`src/rtl/drsq_pkg.sv`:
```
// ----------------------------------------------------------------------------
// drsq_pkg
// shared types, codes and helpers of the drum reversing anti-crease sequencer
// ----------------------------------------------------------------------------
package drsq_pkg;

    localparam int unsigned TICK_PER_SECOND = 1000;
    localparam int unsigned TMR_W = $clog2(255 * TICK_PER_SECOND + 1);

    typedef logic [TMR_W-1:0] t_tmr;

    localparam logic [1:0] MS_STOPPED = 2'd0;
    localparam logic [1:0] MS_PAUSED  = 2'd1;
    localparam logic [1:0] MS_WORKING = 2'd2;

    localparam logic [1:0] SK_DRY    = 2'd1;
    localparam logic [1:0] SK_COOL   = 2'd2;
    localparam logic [1:0] SK_CREASE = 2'd3;

    localparam logic [1:0] DIR_IDLE = 2'd0;
    localparam logic [1:0] DIR_FWD  = 2'd1;
    localparam logic [1:0] DIR_REV  = 2'd2;

    localparam logic [1:0] RLY_FWD = 2'b01;
    localparam logic [1:0] RLY_REV = 2'b10;

    localparam logic [2:0] RP_IDLE  = 3'd0;
    localparam logic [2:0] RP_FWD   = 3'd1;
    localparam logic [2:0] RP_PAUSE = 3'd2;
    localparam logic [2:0] RP_REV   = 3'd3;
    localparam logic [2:0] RP_REST  = 3'd4;

    typedef enum logic [1:0] {
        TMR_STOPPED = 2'd0,
        TMR_RUNNING = 2'd1,
        TMR_PAUSED  = 2'd2
    } t_tmr_status;

    typedef enum logic [2:0] {
        CFG_DRY_TURN     = 3'd0,
        CFG_DRY_PAUSE    = 3'd1,
        CFG_COOL_TURN    = 3'd2,
        CFG_COOL_PAUSE   = 3'd3,
        CFG_CREASE_DELAY = 3'd4,
        CFG_CREASE_TURN  = 3'd5,
        CFG_CREASE_PAUSE = 3'd6,
        CFG_CREASE_LIMIT = 3'd7
    } t_cfg_idx;

    typedef enum logic [4:0] {
        CR_START    = 5'd0,
        CR_DELAY    = 5'd1,
        CR_KIND     = 5'd2,
        CR_COUNTED  = 5'd3,
        CR_CHECK    = 5'd4,
        CR_C_MODE   = 5'd5,
        CR_C1_GO    = 5'd6,
        CR_C1_TURN  = 5'd7,
        CR_C1_PAUSE = 5'd8,
        CR_C2_GO    = 5'd9,
        CR_C2_TF    = 5'd10,
        CR_C2_PF    = 5'd11,
        CR_C2_TR    = 5'd12,
        CR_C2_PR    = 5'd13,
        CR_ENDLESS  = 5'd14,
        CR_E1_GO    = 5'd15,
        CR_E1_TURN  = 5'd16,
        CR_E1_PAUSE = 5'd17,
        CR_E2_GO    = 5'd18,
        CR_E2_TF    = 5'd19,
        CR_E2_PF    = 5'd20,
        CR_E2_TR    = 5'd21,
        CR_E2_PR    = 5'd22,
        CR_WAIT     = 5'd23
    } t_crs_state;

    typedef struct packed {
        logic [1:0] machine_state;
        logic [1:0] step_kind;
        logic       test_mode;
        logic       crease_allowed;
        logic       dry_reverse_enable;
        logic       cool_reverse_enable;
        logic [6:0] speed_percent;
    } t_drsq_in;

    typedef struct packed {
        logic       forward_relay;
        logic       reverse_relay;
        logic [6:0] drive_speed;
        logic [1:0] direction_mark;
        logic       fan_request;
        logic       crease_done;
    } t_drsq_res;

    typedef struct packed {
        logic [7:0] delay_s;
        logic [6:0] turn_s;
        logic [6:0] pause_s;
        logic [4:0] limit;
    } t_crs_cfg;

    typedef struct packed {
        t_crs_state state;
        t_tmr       timer;
        logic [4:0] cycles;
        logic [1:0] relay;
        logic       fan;
        logic [6:0] speed;
    } t_crs_ctx;

    function automatic t_tmr ticks_of(input logic [7:0] seconds);
        ticks_of = TMR_W'(32'(seconds) * TICK_PER_SECOND);
    endfunction

endpackage

```
`src/rtl/drsq_if.sv`:
```
// ----------------------------------------------------------------------------
// drsq channel interfaces
// valid/ready channels for tick items, results and register writes
// ----------------------------------------------------------------------------
interface drsq_in_if;
    import drsq_pkg::*;
    logic     valid;
    logic     ready;
    t_drsq_in data;
    modport source(output valid, output data, input ready);
    modport sink(input valid, input data, output ready);
endinterface

interface drsq_res_if;
    import drsq_pkg::*;
    logic      valid;
    logic      ready;
    t_drsq_res data;
    modport source(output valid, output data, input ready);
    modport sink(input valid, input data, output ready);
endinterface

interface drsq_cfg_if;
    logic       valid;
    logic       ready;
    logic [2:0] index;
    logic [7:0] data;
    modport source(output valid, output index, output data, input ready);
    modport sink(input valid, input index, input data, output ready);
endinterface

```
`src/rtl/drsq_crease.sv`:
```
// ----------------------------------------------------------------------------
// drsq_crease
// one tick of the anti-crease sequence: delay, counted or endless cycles
// ----------------------------------------------------------------------------
module drsq_crease (
    input  drsq_pkg::t_crs_cfg i_cfg,
    input  drsq_pkg::t_crs_ctx i_ctx,
    output drsq_pkg::t_crs_ctx o_ctx
);
    import drsq_pkg::*;

    t_crs_ctx c;
    t_tmr     turn_tmr;
    t_tmr     pause_tmr;

    assign turn_tmr  = ticks_of({1'b0, i_cfg.turn_s});
    assign pause_tmr = ticks_of({1'b0, i_cfg.pause_s});

    always_comb begin
        c = i_ctx;
        if (c.state == CR_START) begin
            c.cycles = i_cfg.limit;
            if (i_cfg.delay_s != 8'd0) begin
                c.timer = ticks_of(i_cfg.delay_s);
                c.relay = '0;
                c.speed = '0;
                c.state = CR_DELAY;
            end else begin
                c.state = CR_KIND;
            end
        end
        if (c.state == CR_DELAY && c.timer == '0) c.state = CR_KIND;
        if (c.state == CR_KIND) c.state = (i_cfg.limit == '0) ? CR_ENDLESS : CR_COUNTED;
        if (c.state == CR_COUNTED && i_cfg.limit != '0) c.state = CR_CHECK;
        if (c.state == CR_CHECK && i_cfg.limit != '0) begin
            c.state = (c.cycles == '0) ? CR_WAIT : CR_C_MODE;
        end
        if (c.state == CR_C_MODE) c.state = (i_cfg.pause_s == '0) ? CR_C1_GO : CR_C2_GO;
        // counted, no reversal
        if (c.state == CR_C1_GO) begin
            c.timer = turn_tmr;
            c.relay = c.relay | RLY_FWD;
            c.fan   = 1'b1;
            c.state = CR_C1_TURN;
        end
        if (c.state == CR_C1_TURN && c.timer == '0) begin
            c.relay = c.relay & ~RLY_FWD;
            c.fan   = 1'b0;
            c.timer = pause_tmr;
            c.state = CR_C1_PAUSE;
        end
        if (c.state == CR_C1_PAUSE && c.timer == '0) begin
            if (c.cycles != '0) c.cycles = c.cycles - 5'd1;
            c.state = CR_CHECK;
        end
        // counted with reversal
        if (c.state == CR_C2_GO) begin
            c.timer = turn_tmr;
            c.relay = c.relay | RLY_FWD;
            c.fan   = 1'b1;
            c.state = CR_C2_TF;
        end
        if (c.state == CR_C2_TF && c.timer == '0) begin
            c.relay = c.relay & ~RLY_FWD;
            c.timer = pause_tmr;
            c.state = CR_C2_PF;
        end
        if (c.state == CR_C2_PF && c.timer == '0) begin
            c.timer = turn_tmr;
            c.relay = c.relay | RLY_REV;
            c.fan   = 1'b1;
            c.state = CR_C2_TR;
        end
        if (c.state == CR_C2_TR && c.timer == '0) begin
            c.relay = c.relay & ~RLY_REV;
            c.fan   = 1'b0;
            c.timer = pause_tmr;
            c.state = CR_C2_PR;
        end
        if (c.state == CR_C2_PR && c.timer == '0) begin
            if (c.cycles != '0) c.cycles = c.cycles - 5'd1;
            c.state = CR_CHECK;
        end
        // endless
        if (c.state == CR_ENDLESS) c.state = (i_cfg.pause_s == '0) ? CR_E1_GO : CR_E2_GO;
        if (c.state == CR_E1_GO) begin
            c.timer = turn_tmr;
            c.relay = c.relay | RLY_FWD;
            c.fan   = 1'b1;
            c.state = CR_E1_TURN;
        end
        if (c.state == CR_E1_TURN && c.timer == '0) begin
            c.relay = c.relay & ~RLY_FWD;
            c.fan   = 1'b0;
            c.timer = pause_tmr;
            c.state = CR_E1_PAUSE;
        end
        if (c.state == CR_E1_PAUSE && c.timer == '0) c.state = CR_E1_GO;
        if (c.state == CR_E2_GO) begin
            c.timer = turn_tmr;
            c.relay = c.relay | RLY_FWD;
            c.fan   = 1'b1;
            c.state = CR_E2_TF;
        end
        if (c.state == CR_E2_TF && c.timer == '0) begin
            c.relay = c.relay & ~RLY_FWD;
            c.timer = pause_tmr;
            c.state = CR_E2_PF;
        end
        if (c.state == CR_E2_PF && c.timer == '0) begin
            c.timer = turn_tmr;
            c.relay = c.relay | RLY_REV;
            c.fan   = 1'b1;
            c.state = CR_E2_TR;
        end
        if (c.state == CR_E2_TR && c.timer == '0) begin
            c.relay = c.relay & ~RLY_REV;
            c.fan   = 1'b0;
            c.timer = pause_tmr;
            c.state = CR_E2_PR;
        end
        if (c.state == CR_E2_PR && c.timer == '0) c.state = CR_E2_GO;
    end

    assign o_ctx = c;

endmodule

```
`src/rtl/drum_reversing_anticrease_sequencer_core.sv`:
```
// ----------------------------------------------------------------------------
// drum_reversing_anticrease_sequencer_core
// dryer drum motor sequencer: reversing drying/cooling and anti-crease cycles
// ----------------------------------------------------------------------------
// channel   dir   transaction
// i_in      in    one millisecond tick with machine state, step and speed
// o_res     out   relay, speed, direction, fan and done flags for that tick
// i_cfg     in    register write, index 0..7, always ready
//
// one tick per clock while o_res takes results, state and result register updated in the accept cycle
// the result register frees on the same edge it is taken, so ticks stream
// a stall on o_res holds i_in.ready low until the result is taken
// reset is synchronous, registers other than the result data r_res take their reset values at a clock edge, not at once
// ----------------------------------------------------------------------------
module drum_reversing_anticrease_sequencer_core (
    input  logic       i_clk,
    input  logic       i_rst_n,
    drsq_in_if.sink    i_in,
    drsq_res_if.source o_res,
    drsq_cfg_if.sink   i_cfg
);
    import drsq_pkg::*;

    // configuration
    logic [7:0] r_dry_turn;
    logic [7:0] r_dry_pause;
    logic [7:0] r_cool_turn;
    logic [7:0] r_cool_pause;
    t_crs_cfg   r_crs_cfg;

    // sequencer state
    logic [2:0]  r_phase,  n_phase;
    t_tmr        r_pt,     n_pt;
    t_tmr_status r_st,     n_st;
    t_crs_state  r_crs,    n_crs;
    t_tmr        r_ct,     n_ct;
    logic [4:0]  r_cycles, n_cycles;
    logic [1:0]  r_relay,  n_relay;
    logic        r_fan,    n_fan;
    logic [1:0]  r_dir,    n_dir;
    logic [6:0]  r_speed,  n_speed;

    t_drsq_res r_res;
    logic      r_res_valid;

    logic       w_accept;
    t_tmr       w_pt_dec;
    t_tmr       w_ct_dec;
    t_crs_ctx   w_crs_in;
    t_crs_ctx   w_crs_out;
    logic       w_rev;
    logic [7:0] w_turn_s;
    logic [7:0] w_pause_s;
    t_drsq_in   w_in;

    assign w_in     = i_in.data;
    assign i_in.ready = !r_res_valid || o_res.ready;
    assign w_accept = i_in.valid && i_in.ready;
    assign i_cfg.ready = 1'b1;

    assign w_pt_dec = (r_st == TMR_RUNNING && r_pt != '0) ? r_pt - t_tmr'(1) : r_pt;
    assign w_ct_dec = (r_ct != '0) ? r_ct - t_tmr'(1) : r_ct;

    assign w_crs_in = '{state: r_crs, timer: w_ct_dec, cycles: r_cycles,
                        relay: r_relay, fan: r_fan, speed: w_in.speed_percent};

    drsq_crease u_crease (
        .i_cfg (r_crs_cfg),
        .i_ctx (w_crs_in),
        .o_ctx (w_crs_out)
    );

    assign w_rev     = (w_in.step_kind == SK_DRY) ? w_in.dry_reverse_enable
                                                  : w_in.cool_reverse_enable;
    assign w_turn_s  = (w_in.step_kind == SK_DRY) ? r_dry_turn  : r_cool_turn;
    assign w_pause_s = (w_in.step_kind == SK_DRY) ? r_dry_pause : r_cool_pause;

    always_comb begin
        n_phase  = r_phase;
        n_pt     = w_pt_dec;
        n_st     = r_st;
        n_crs    = r_crs;
        n_ct     = w_ct_dec;
        n_cycles = r_cycles;
        n_relay  = r_relay;
        n_fan    = r_fan;
        n_dir    = r_dir;
        n_speed  = r_speed;
        if (w_in.machine_state == MS_STOPPED || w_in.machine_state == MS_PAUSED) begin
            if (!w_in.test_mode) begin
                n_relay = '0;
                n_speed = '0;
            end
            if (w_in.machine_state == MS_STOPPED) begin
                n_dir    = DIR_IDLE;
                n_phase  = RP_IDLE;
                n_pt     = '0;
                n_st     = TMR_STOPPED;
                n_crs    = CR_START;
                n_ct     = '0;
                n_cycles = '0;
                n_fan    = 1'b0;
            end else if (r_st == TMR_RUNNING) begin
                n_st = TMR_PAUSED;
            end
        end else if (w_in.machine_state == MS_WORKING) begin
            n_speed = w_in.speed_percent;
            if (w_in.step_kind == SK_DRY || w_in.step_kind == SK_COOL) begin
                if (!w_rev) begin
                    n_dir   = DIR_FWD;
                    n_relay = r_relay | RLY_FWD;
                end else if (r_st == TMR_STOPPED || w_pt_dec == '0) begin
                    case (r_phase)
                        RP_FWD: begin
                            n_pt    = ticks_of(w_pause_s);
                            n_relay = '0;
                            n_speed = '0;
                            n_dir   = DIR_IDLE;
                            n_phase = RP_PAUSE;
                        end
                        RP_PAUSE: begin
                            n_pt    = ticks_of(w_turn_s);
                            n_dir   = DIR_REV;
                            n_relay = r_relay | RLY_REV;
                            n_phase = RP_REV;
                        end
                        RP_REV: begin
                            n_pt    = ticks_of(w_pause_s);
                            n_relay = '0;
                            n_speed = '0;
                            n_dir   = DIR_IDLE;
                            n_phase = RP_REST;
                        end
                        default: begin
                            n_pt    = ticks_of(w_turn_s);
                            n_dir   = DIR_FWD;
                            n_relay = r_relay | RLY_FWD;
                            n_phase = RP_FWD;
                        end
                    endcase
                    n_st = TMR_RUNNING;
                end else if (r_st == TMR_PAUSED) begin
                    if (r_phase == RP_PAUSE || r_phase == RP_REST) begin
                        n_relay = '0;
                        n_speed = '0;
                    end else if (r_phase == RP_REV) begin
                        n_dir   = DIR_REV;
                        n_relay = r_relay | RLY_REV;
                    end else begin
                        n_dir   = DIR_FWD;
                        n_relay = r_relay | RLY_FWD;
                        n_phase = RP_FWD;
                    end
                    n_st = TMR_RUNNING;
                end
            end else if (w_in.step_kind == SK_CREASE && w_in.crease_allowed
                         && !w_in.test_mode) begin
                n_crs    = w_crs_out.state;
                n_ct     = w_crs_out.timer;
                n_cycles = w_crs_out.cycles;
                n_relay  = w_crs_out.relay;
                n_fan    = w_crs_out.fan;
                n_speed  = w_crs_out.speed;
            end
        end
    end

    always_ff @(posedge i_clk) begin
        if (!i_rst_n) begin
            r_dry_turn        <= 8'd30;
            r_dry_pause       <= 8'd5;
            r_cool_turn       <= 8'd30;
            r_cool_pause      <= 8'd5;
            r_crs_cfg.delay_s <= 8'd0;
            r_crs_cfg.turn_s  <= 7'd10;
            r_crs_cfg.pause_s <= 7'd0;
            r_crs_cfg.limit   <= 5'd0;
        end else if (i_cfg.valid) begin
            unique case (t_cfg_idx'(i_cfg.index))
                CFG_DRY_TURN:     r_dry_turn        <= i_cfg.data;
                CFG_DRY_PAUSE:    r_dry_pause       <= i_cfg.data;
                CFG_COOL_TURN:    r_cool_turn       <= i_cfg.data;
                CFG_COOL_PAUSE:   r_cool_pause      <= i_cfg.data;
                CFG_CREASE_DELAY: r_crs_cfg.delay_s <= i_cfg.data;
                CFG_CREASE_TURN:  r_crs_cfg.turn_s  <= i_cfg.data[6:0];
                CFG_CREASE_PAUSE: r_crs_cfg.pause_s <= i_cfg.data[6:0];
                CFG_CREASE_LIMIT: r_crs_cfg.limit   <= i_cfg.data[4:0];
                default: ;
            endcase
        end
    end

    always_ff @(posedge i_clk) begin
        if (!i_rst_n) begin
            r_phase  <= RP_IDLE;
            r_pt     <= '0;
            r_st     <= TMR_STOPPED;
            r_crs    <= CR_START;
            r_ct     <= '0;
            r_cycles <= '0;
            r_relay  <= '0;
            r_fan    <= 1'b0;
            r_dir    <= DIR_IDLE;
            r_speed  <= '0;
        end else if (w_accept) begin
            r_phase  <= n_phase;
            r_pt     <= n_pt;
            r_st     <= n_st;
            r_crs    <= n_crs;
            r_ct     <= n_ct;
            r_cycles <= n_cycles;
            r_relay  <= n_relay;
            r_fan    <= n_fan;
            r_dir    <= n_dir;
            r_speed  <= n_speed;
        end
    end

    always_ff @(posedge i_clk) begin
        if (!i_rst_n) begin
            r_res_valid <= 1'b0;
        end else if (w_accept) begin
            r_res_valid <= 1'b1;
        end else if (o_res.ready) begin
            r_res_valid <= 1'b0;
        end
    end

    always_ff @(posedge i_clk) begin
        if (w_accept) begin
            r_res.forward_relay  <= n_relay[0];
            r_res.reverse_relay  <= n_relay[1];
            r_res.drive_speed    <= n_speed;
            r_res.direction_mark <= n_dir;
            r_res.fan_request    <= n_fan;
            r_res.crease_done    <= (n_crs == CR_WAIT);
        end
    end

    assign o_res.valid = r_res_valid;
    assign o_res.data  = r_res;

endmodule
```
`src/flat_wrapper.sv`:
```
// flat-port wrapper written by rule: the top's interface ports become plain ports
module drum_reversing_anticrease_sequencer_core_flat import drsq_pkg::*;
  (i_clk, i_rst_n, i_in_valid, i_in_data, i_in_ready, o_res_valid, o_res_data, o_res_ready, i_cfg_valid, i_cfg_index, i_cfg_data, i_cfg_ready);
  drsq_in_if i_in_i ();
  drsq_res_if o_res_i ();
  drsq_cfg_if i_cfg_i ();
  input  logic i_clk;
  input  logic i_rst_n;
  input wire logic [$bits(i_in_i.valid)-1:0] i_in_valid;
  input wire logic [$bits(i_in_i.data)-1:0] i_in_data;
  output wire logic [$bits(i_in_i.ready)-1:0] i_in_ready;
  output wire logic [$bits(o_res_i.valid)-1:0] o_res_valid;
  output wire logic [$bits(o_res_i.data)-1:0] o_res_data;
  input wire logic [$bits(o_res_i.ready)-1:0] o_res_ready;
  input wire logic [$bits(i_cfg_i.valid)-1:0] i_cfg_valid;
  input wire logic [$bits(i_cfg_i.index)-1:0] i_cfg_index;
  input wire logic [$bits(i_cfg_i.data)-1:0] i_cfg_data;
  output wire logic [$bits(i_cfg_i.ready)-1:0] i_cfg_ready;
  assign i_in_i.valid = i_in_valid;
  assign i_in_i.data = i_in_data;
  assign i_in_ready = i_in_i.ready;
  assign o_res_valid = o_res_i.valid;
  assign o_res_data = o_res_i.data;
  assign o_res_i.ready = o_res_ready;
  assign i_cfg_i.valid = i_cfg_valid;
  assign i_cfg_i.index = i_cfg_index;
  assign i_cfg_i.data = i_cfg_data;
  assign i_cfg_ready = i_cfg_i.ready;
  drum_reversing_anticrease_sequencer_core u_core (.i_clk(i_clk), .i_rst_n(i_rst_n), .i_in(i_in_i), .o_res(o_res_i), .i_cfg(i_cfg_i));
endmodule
```
`config.mk`:
```
export PLATFORM = sky130hd
export DESIGN_NAME = drum_reversing_anticrease_sequencer_core_flat
export DESIGN_NICKNAME = d
export VERILOG_FILES = /design/src/rtl/drsq_pkg.sv /design/src/rtl/drsq_if.sv /design/src/rtl/drsq_crease.sv /design/src/rtl/drum_reversing_anticrease_sequencer_core.sv /design/src/flat_wrapper.sv
export SDC_FILE = /design/constraint.sdc
export NUM_CORES = 1
export LEC_CHECK = 0
export BUFFER_PORTS_ARGS = -buffer_cell sky130_fd_sc_hd__clkbuf_2
export CAP_MARGIN = 20
export CORE_MARGIN = 2
export CORE_UTILIZATION = 45
export DETAILED_ROUTE_END_ITERATION = 6
export PLACE_DENSITY = 0.58
export SYNTH_ARGS = -nofsm -noshare
export SYNTH_HDL_FRONTEND = slang
export SYNTH_SLANG_ARGS = --single-unit
```
`constraint.sdc`:
```
create_clock -name i_clk -period 11.95 [get_ports i_clk]
set_input_delay 0 -clock i_clk [delete_from_list [all_inputs] [get_ports i_clk]]
set_output_delay 0 -clock i_clk [all_outputs]
set_load 0.05 [all_outputs]
```
==> impl_metrics.yaml, run 1 <==
timing:
  maxSlewHeadroom: 0.249
  hold_viol: 0
  final-max-slew-violation-count: 0
  fin_setup_tns_ns: 0
  grt_setup_unrepaired: "no"
  fmaxAchievable_mhz: 87.9
  skew_ns: 0.0192
  layout_worst_path_cycle_share: 0.952
  setup_violations: 0
  period_minus_slack_ns: 11.38
  tightest_slew_ns: 1.12
setup_path:
  path_class: "flip-flop to flip-flop"
  slowest_delay_ns: 0.72
  required_ns: 12.31
  crit_path_end_kind: "flip-flop"
  critPathLaunchType: "flip-flop"
  worstPathArrival_ns: 11.74
  crit_path_top_delay_cell: "a211oi_1"
  crit_fanout: 14
cts:
  clk_latency_ns: 0.48
  cts_tree: "done"
  cts-root-buf: "clkbuf_16"
  cts-htree-levels: 4
  clock_path_buffers: 2
  clk_pin_slew_ns: 0.07
  numCtsBuffers: 17
  clock-sinks: 136
floorplan:
  ios: 47
  die_width_um: 208
  rows: 74
  core_area_sq_mm: 0.0410
  die_height_um: 208
  initial_core_util: 0.458
  dieArea_sq_mm: 0.0434
drt:
  drt-wirelength-per-cell_um: 24.5
  totalWireLength_um: 74300
  via_per_inst: 6.32
  ant_nets: 0
  dr_total_vias: 19200
  drt_first_iter_violations: 2134
  first_pass_iters: 5
  drc_errors: 0
synthesis:
  avgSynthCellArea_sq_um: 7.80
  syn-num-nets: 2735
  syn_inst: 2407
  synthFlopType: "dfxtp_1"
  ys_seq_elements: 136
  async_reset_ff_frac: 0
  yosysWarningCount: 0
  ys_seq_area_frac: 0.152
  yosysUniqueCellTypes: 110
  synth_edf_count: 13
  syn-cell-area_sq_mm: 0.0188
cells_and_area:
  final_common_cell: "nand2_1"
  final_nets: 2808
  drive_above_1_share: 0.108
  area_growth_pct: 11.1
  final_cell_mix: "nand2_1 (271), inv_1 (196), ha_1 (195)"
global_routing:
  grt_pass1_wl_um: 113000
  grt_use_met3: 0.0626
  antenna_found_initial: 5
  grtUsageTotal: 0.341
  grt_util_met2: 0.520
  grt_max_degree: 103
  grt_remaining_overflow: 0
  met1_usage: 0.464
  top_usage_layer: "met2"
  grt_pass1_vias: 18400
power_and_ir_drop:
  powerDensity_mw_per_mm2: 165
  power_mw: 3.45
  leakagePower_nw: 9.48
  vdd_drop_max_uv: 124
placed_design:
  hpwl_um: 58800
  place.gp.congestion: 1.07
  port_buffers: 45
job:
  drv_cap: 0
hold_path:
  hold_path_class: "primary input to flip-flop"
run_status:
  status: "finished clean"
-- final timing paths --
path / from / end / slack (ns) / cells past startpoint
setup / recovery: u_core.r_crs_cfg[19]$_SDFFE_PN0P_ / u_core.r_ct[9]$_SDFFE_PN0P_ / 0.57 / 36
hold / removal: i_cfg_index[1] / u_core.r_dry_turn[7]$_SDFFE_PN0P_ / 0.09 / 4
setup reg to reg: u_core.r_crs_cfg[19]$_SDFFE_PN0P_ / u_core.r_ct[9]$_SDFFE_PN0P_ / 0.57 / 36
hold reg to reg: u_core.r_cool_pause[1]$_SDFFE_PN0P_ / u_core.r_cool_pause[1]$_SDFFE_PN0P_ / 0.47 / 2
-- area by class of cell --
class | count | area, sq um
sequential | 136 | 2850
clock buffer | 17 | 425
fill | 4037 | 20200
clock inverter | 15 | 208
antenna | 3 | 7.51
multi-input combinational | 1953 | 14700
tap | 532 | 666
timing repair buffer | 175 | 1240
inverter | 197 | 739
-- worst max-delay path, delay by kind of cell (launching register included) --
family,cells,cell delay [ns]
buffers and inverters,6,0.98
adder cells (fa/ha/maj),5,2.31
AO/OA/AOI/OAI,15,4.65
AND/OR/NAND/NOR,10,2.84
flip-flops,1,0.47
-- synthesized netlist by cell type, drive strengths merged, types with 27 or more instances --
cell type | instances | area [sq um]
nand2 | 271 | 1020
nor2b | 55 | 344
mux2i | 31 | 310
nand4 | 30 | 188
xnor2 | 59 | 517
nor2 | 176 | 661
a21boi | 58 | 435
nor4 | 41 | 303
inv | 197 | 739
nand3 | 67 | 335
a211oi | 33 | 253
fa | 102 | 2040
or3 | 28 | 175
nor3 | 60 | 337
a21o | 40 | 300
ha | 195 | 2440
buf | 32 | 186
a21oi | 119 | 599
nand2b | 27 | 169
o21ai | 139 | 699
dfxtp | 123 | 2460
clkbuf | 90 | 338
-- report_power, final --
part / leakage, nW / internal, mW / switching (mW) / total (mW)
registers: 1.13 / 0.484 / 0.0387 / 0.523
clock network: 0.309 / 0.337 / 0.244 / 0.581
logic: 8.04 / 0.818 / 1.53 / 2.35
total: 9.48 / 1.64 / 1.81 / 3.45
-- cell families after synthesis --
family,after synthesis,synth area share
other,1,0.000200
DFF,136,0.152
and+or+nand+nor,851,0.226
muxes,50,0.0281
buffers and inverters,319,0.0673
xor gates and xnor gates,75,0.0350
adders and majority gates,297,0.239
AOI/OAI and AO/OA,678,0.252
-- registers in the layout, summed over array words and instances (netlist names), 5 cells and up --
name,cells
u_core.r_dry_pause,8
u_core.r_ct,18
u_core.r_cool_turn,8
u_core.r_crs,5
u_core.r_speed,7
u_core.o_res.data,13
u_core.r_cycles,5
u_core.r_crs_cfg,27
u_core.r_dry_turn,8
u_core.r_pt,18
u_core.r_cool_pause,8
-- repair_timing --
| action | CTS | global route |
|---|---|---|
| hold endpoints to repair | 53 | 0 |
| gates resized for setup | 0 | 3 |
| endpoints found under the setup margin | 0 | 23 |
| hold buffers | 14 | 0 |
| buffers inserted | 0 | 2 |
-- layer usage --
metal | vias up | share of wire
li1 | 8848 | -
met1 | 9218 | 0.44
met2 | 837 | 0.43
met3 | 244 | 0.080
met4 | 4 | 0.054
met5 | - | 0.00031
-- through the flow --
stage / cell area (sq um) / std cells / setup WS [ns] / utilization / hold WS (ns)
finish: 20900 / 3028 / 0.569 / 0.509 / 0.0901
global route: 20900 / 3026 / 0.0755 / 0.509 / 0.106
CTS: 20800 / 3022 / 0.227 / 0.507 / 0.0578
detailed placement: 20000 / 2976 / 0.365 / 0.488 / 0.256
global placement: 20000 / 2976 / 0.543 / 0.488 / 0.247
floorplan: 18800 / 2407 / 1.95 / - / 0.139
No activity file was read; power rests on OpenSTA's default activity.
==> inputs of run 2 (changes only) <==
--- a/config.mk
+++ b/config.mk
@@ -5,6 +5,7 @@
 export SDC_FILE = /design/constraint.sdc
 export NUM_CORES = 1
 export LEC_CHECK = 0
+export ABC_AREA = 1
 export BUFFER_PORTS_ARGS = -buffer_cell sky130_fd_sc_hd__clkbuf_2
 export CAP_MARGIN = 20
 export CORE_MARGIN = 2
==> impl_metrics.yaml, run 2 <==
run_status:
  status: "finished, violations left"
  violations: "setup timing"
synthesis:
  synth_most_common_cell: "nand2_1"
  yosys-top-cells-count: "nand2_1 (617), inv_1 (448), nor2_1 (329)"
  yosysUniqueCellTypes: 76
  yosysWarningCount: 0
  syn_inst: 2870
  avgSynthCellArea_sq_um: 6.66
  ys_seq_elements: 136
  synth_top_cell_by_area: "dfxtp_1"
  synth_edf_count: 13
  async_reset_ff_frac: 0
  synthFlopType: "dfxtp_1"
  syn-cell-area_sq_mm: 0.0191
  yosysTopAreaCellShare: 0.129
  synth_area_leaders: "dfxtp_1 (13%), ha_1 (13%), nand2_1 (12%), fa_1 (11%), inv_1 (8.8%)"
  syn-num-nets: 3198
  ys_seq_area_frac: 0.149
timing:
  grt_setup_unrepaired: "yes"
  final-max-slew-violation-count: 0
  fin_setup_tns_ns: -26.85
  maxSlewHeadroom: 0.242
  skew_ns: 0.0146
  layout_setup_ws_ns: -1.39
  period_minus_slack_ns: 13.34
  layout_worst_path_cycle_share: 1.12
  tightest_slew_ns: 1.13
  hold_viol: 0
  setup_violations: 24
  fmaxAchievable_mhz: 75.0
  hold_ws_ns: 0.0306
power_and_ir_drop:
  power_mw: 4.36
  powerDensity_mw_per_mm2: 164
  leakagePower_nw: 13.6
  vdd_drop_max_uv: 110
setup_path:
  crit_path_top_delay_cell: "fa_2"
  crit_fanout: 10
  critPathLaunchType: "flip-flop"
  path_delay_family: "simple AND/OR/NAND/NOR gates"
  worstPathArrival_ns: 13.56
  crit_path_end_kind: "flip-flop"
  path_class: "flip-flop to flip-flop"
  slowest_delay_ns: 0.54
  crit_buf_inv: 26
  path_common_cell: "buf_4"
  required_ns: 12.17
drt:
  drt_first_iter_violations: 1605
  drt-wirelength-per-cell_um: 18.2
  dr_total_vias: 21500
  via_per_inst: 5.39
  first_pass_iters: 6
  totalWireLength_um: 72500
  drc_errors: 0
  ant_nets: 0
global_routing:
  grtUsageTotal: 0.320
  antenna_found_initial: 4
  grt_pass1_vias: 21100
  grt_remaining_overflow: 0
  grt_pass1_wl_um: 111000
  grt_max_degree: 86
cells_and_area:
  largest_reg_flops: 27
  diodes: 0
  final_cell_mix: "buf_4 (488), nand2_1 (462), inv_1 (436)"
  drive_above_1_share: 0.328
  utilization: 0.634
  final_common_cell: "buf_4"
  reg_top3: "u_core.r_crs_cfg (27), u_core.r_ct (18), u_core.r_pt (18)"
  top_register: "u_core.r_crs_cfg"
  area_growth_pct: 39.0
  final_nets: 3762
  final.fill_count: 3804
placed_design:
  hpwl_um: 54700
  port_buffers: 45
  place.gp.congestion: 0.982
cts:
  cts-root-buf: "clkbuf_16"
  clk_latency_ns: 0.46
  cts_tree: "done"
  clk_pin_slew_ns: 0.06
  numCtsBuffers: 17
  clock_path_buffers: 2
  clock-sinks: 136
  cts-htree-levels: 4
floorplan:
  ios: 47
  core_area_sq_mm: 0.0419
  die_height_um: 210
  rows: 75
  die_width_um: 210
  dieArea_sq_mm: 0.0442
  initial_core_util: 0.456
job:
  drv_cap: 0
hold_path:
  hold_path_class: "primary input to flip-flop"
## run 2: cell count changes after synthesis, moves of 36 or more
cell,change
clkbuf_1,-53
nand2_1,+346
a21boi_0,-52
inv_1,+251
nand4_1,+67
o21ai_0,+60
xnor2_1,-45
nor2_1,+153
a21o_1,-36
nand3_1,+108
nor2b_1,-55
## run 2: cells by family (layout without fill, tap and decap cells)
kind of cell / Yosys count / after routing / synth area share
other: 1 / 1 / 0.000196
and+or+nand+nor: 1387 / 1392 / 0.334
DFF: 136 / 136 / 0.149
muxes: 3 / 3 / 0.00157
adders and majority gates: 297 / 297 / 0.234
AOI/OAI and AO/OA: 433 / 433 / 0.129
buffers and inverters: 550 / 1122 / 0.122
xor gates and xnor gates: 63 / 63 / 0.0289
## run 2: metal layers
metal  vias to the layer above  track usage  part of all wire
li1                      10400            -                 -
met1                     10100        0.378              0.40
met2                       699        0.558              0.48
met3                       233       0.0428             0.053
met4                         2        0.188             0.062
met5                         -            0           0.00018
## run 2: where the power goes
part / switching, mW / internal [mW]
Combinational: 1.86 / 1.46
Clock: 0.237 / 0.289
Sequential: 0.0226 / 0.488
Total: 2.12 / 2.23
## run 2: what timing repair did
action	4_1_cts	5_1_grt
buffers inserted	80	74
hold buffers	12	0
setup endpoints to repair	28	33
endpoints found under the hold margin	32	0
gates resized for setup	180	354
gates cloned	8	6
pin swaps	77	119
## run 2: worst min-delay path, stage by stage
cell	delay [ns]
clkbuf_2	0.23
nor2_1	0.16
nor2_1	0.05
## run 2: per-stage QoR
stage	cell area [sq um]	worst slack (ns)	std cells
floorplan	19100	0.0919	2870
global placement	22600	-1.57	3778
detailed placement	22600	-1.75	3778
CTS	24600	-0.923	3910
global route	26600	-2.07	3986
finish	26600	-1.39	3986
## run 2: path summary, 6_finish.rpt
check             slack (ns)  cells after the start                                  to                              start
setup / recovery       -1.39                    104      u_core.o_res.data[0]$_DFFE_PP_  u_core.r_crs_cfg[21]$_SDFFE_PN0P_
hold / removal          0.03                      3  u_core.r_dry_pause[4]$_SDFFE_PN0P_                      i_cfg_data[4]
setup reg to reg       -1.39                    104      u_core.o_res.data[0]$_DFFE_PP_  u_core.r_crs_cfg[21]$_SDFFE_PN0P_
hold reg to reg         0.46                      2   u_core.r_dry_turn[1]$_SDFFE_PN1P_  u_core.r_dry_turn[1]$_SDFFE_PN1P_
## run 2: final cells by class
class | instances | area [sq um] | share of cell area
clock buffers | 19 | 464 | 0.0175
clock inverters | 13 | 108 | 0.00405
inverters | 468 | 1780 | 0.0671
multi-input cells | 2189 | 15700 | 0.591
flip-flops and latches | 136 | 2860 | 0.107
well taps | 539 | 674 | 0.0254
repair buffers | 622 | 4990 | 0.188
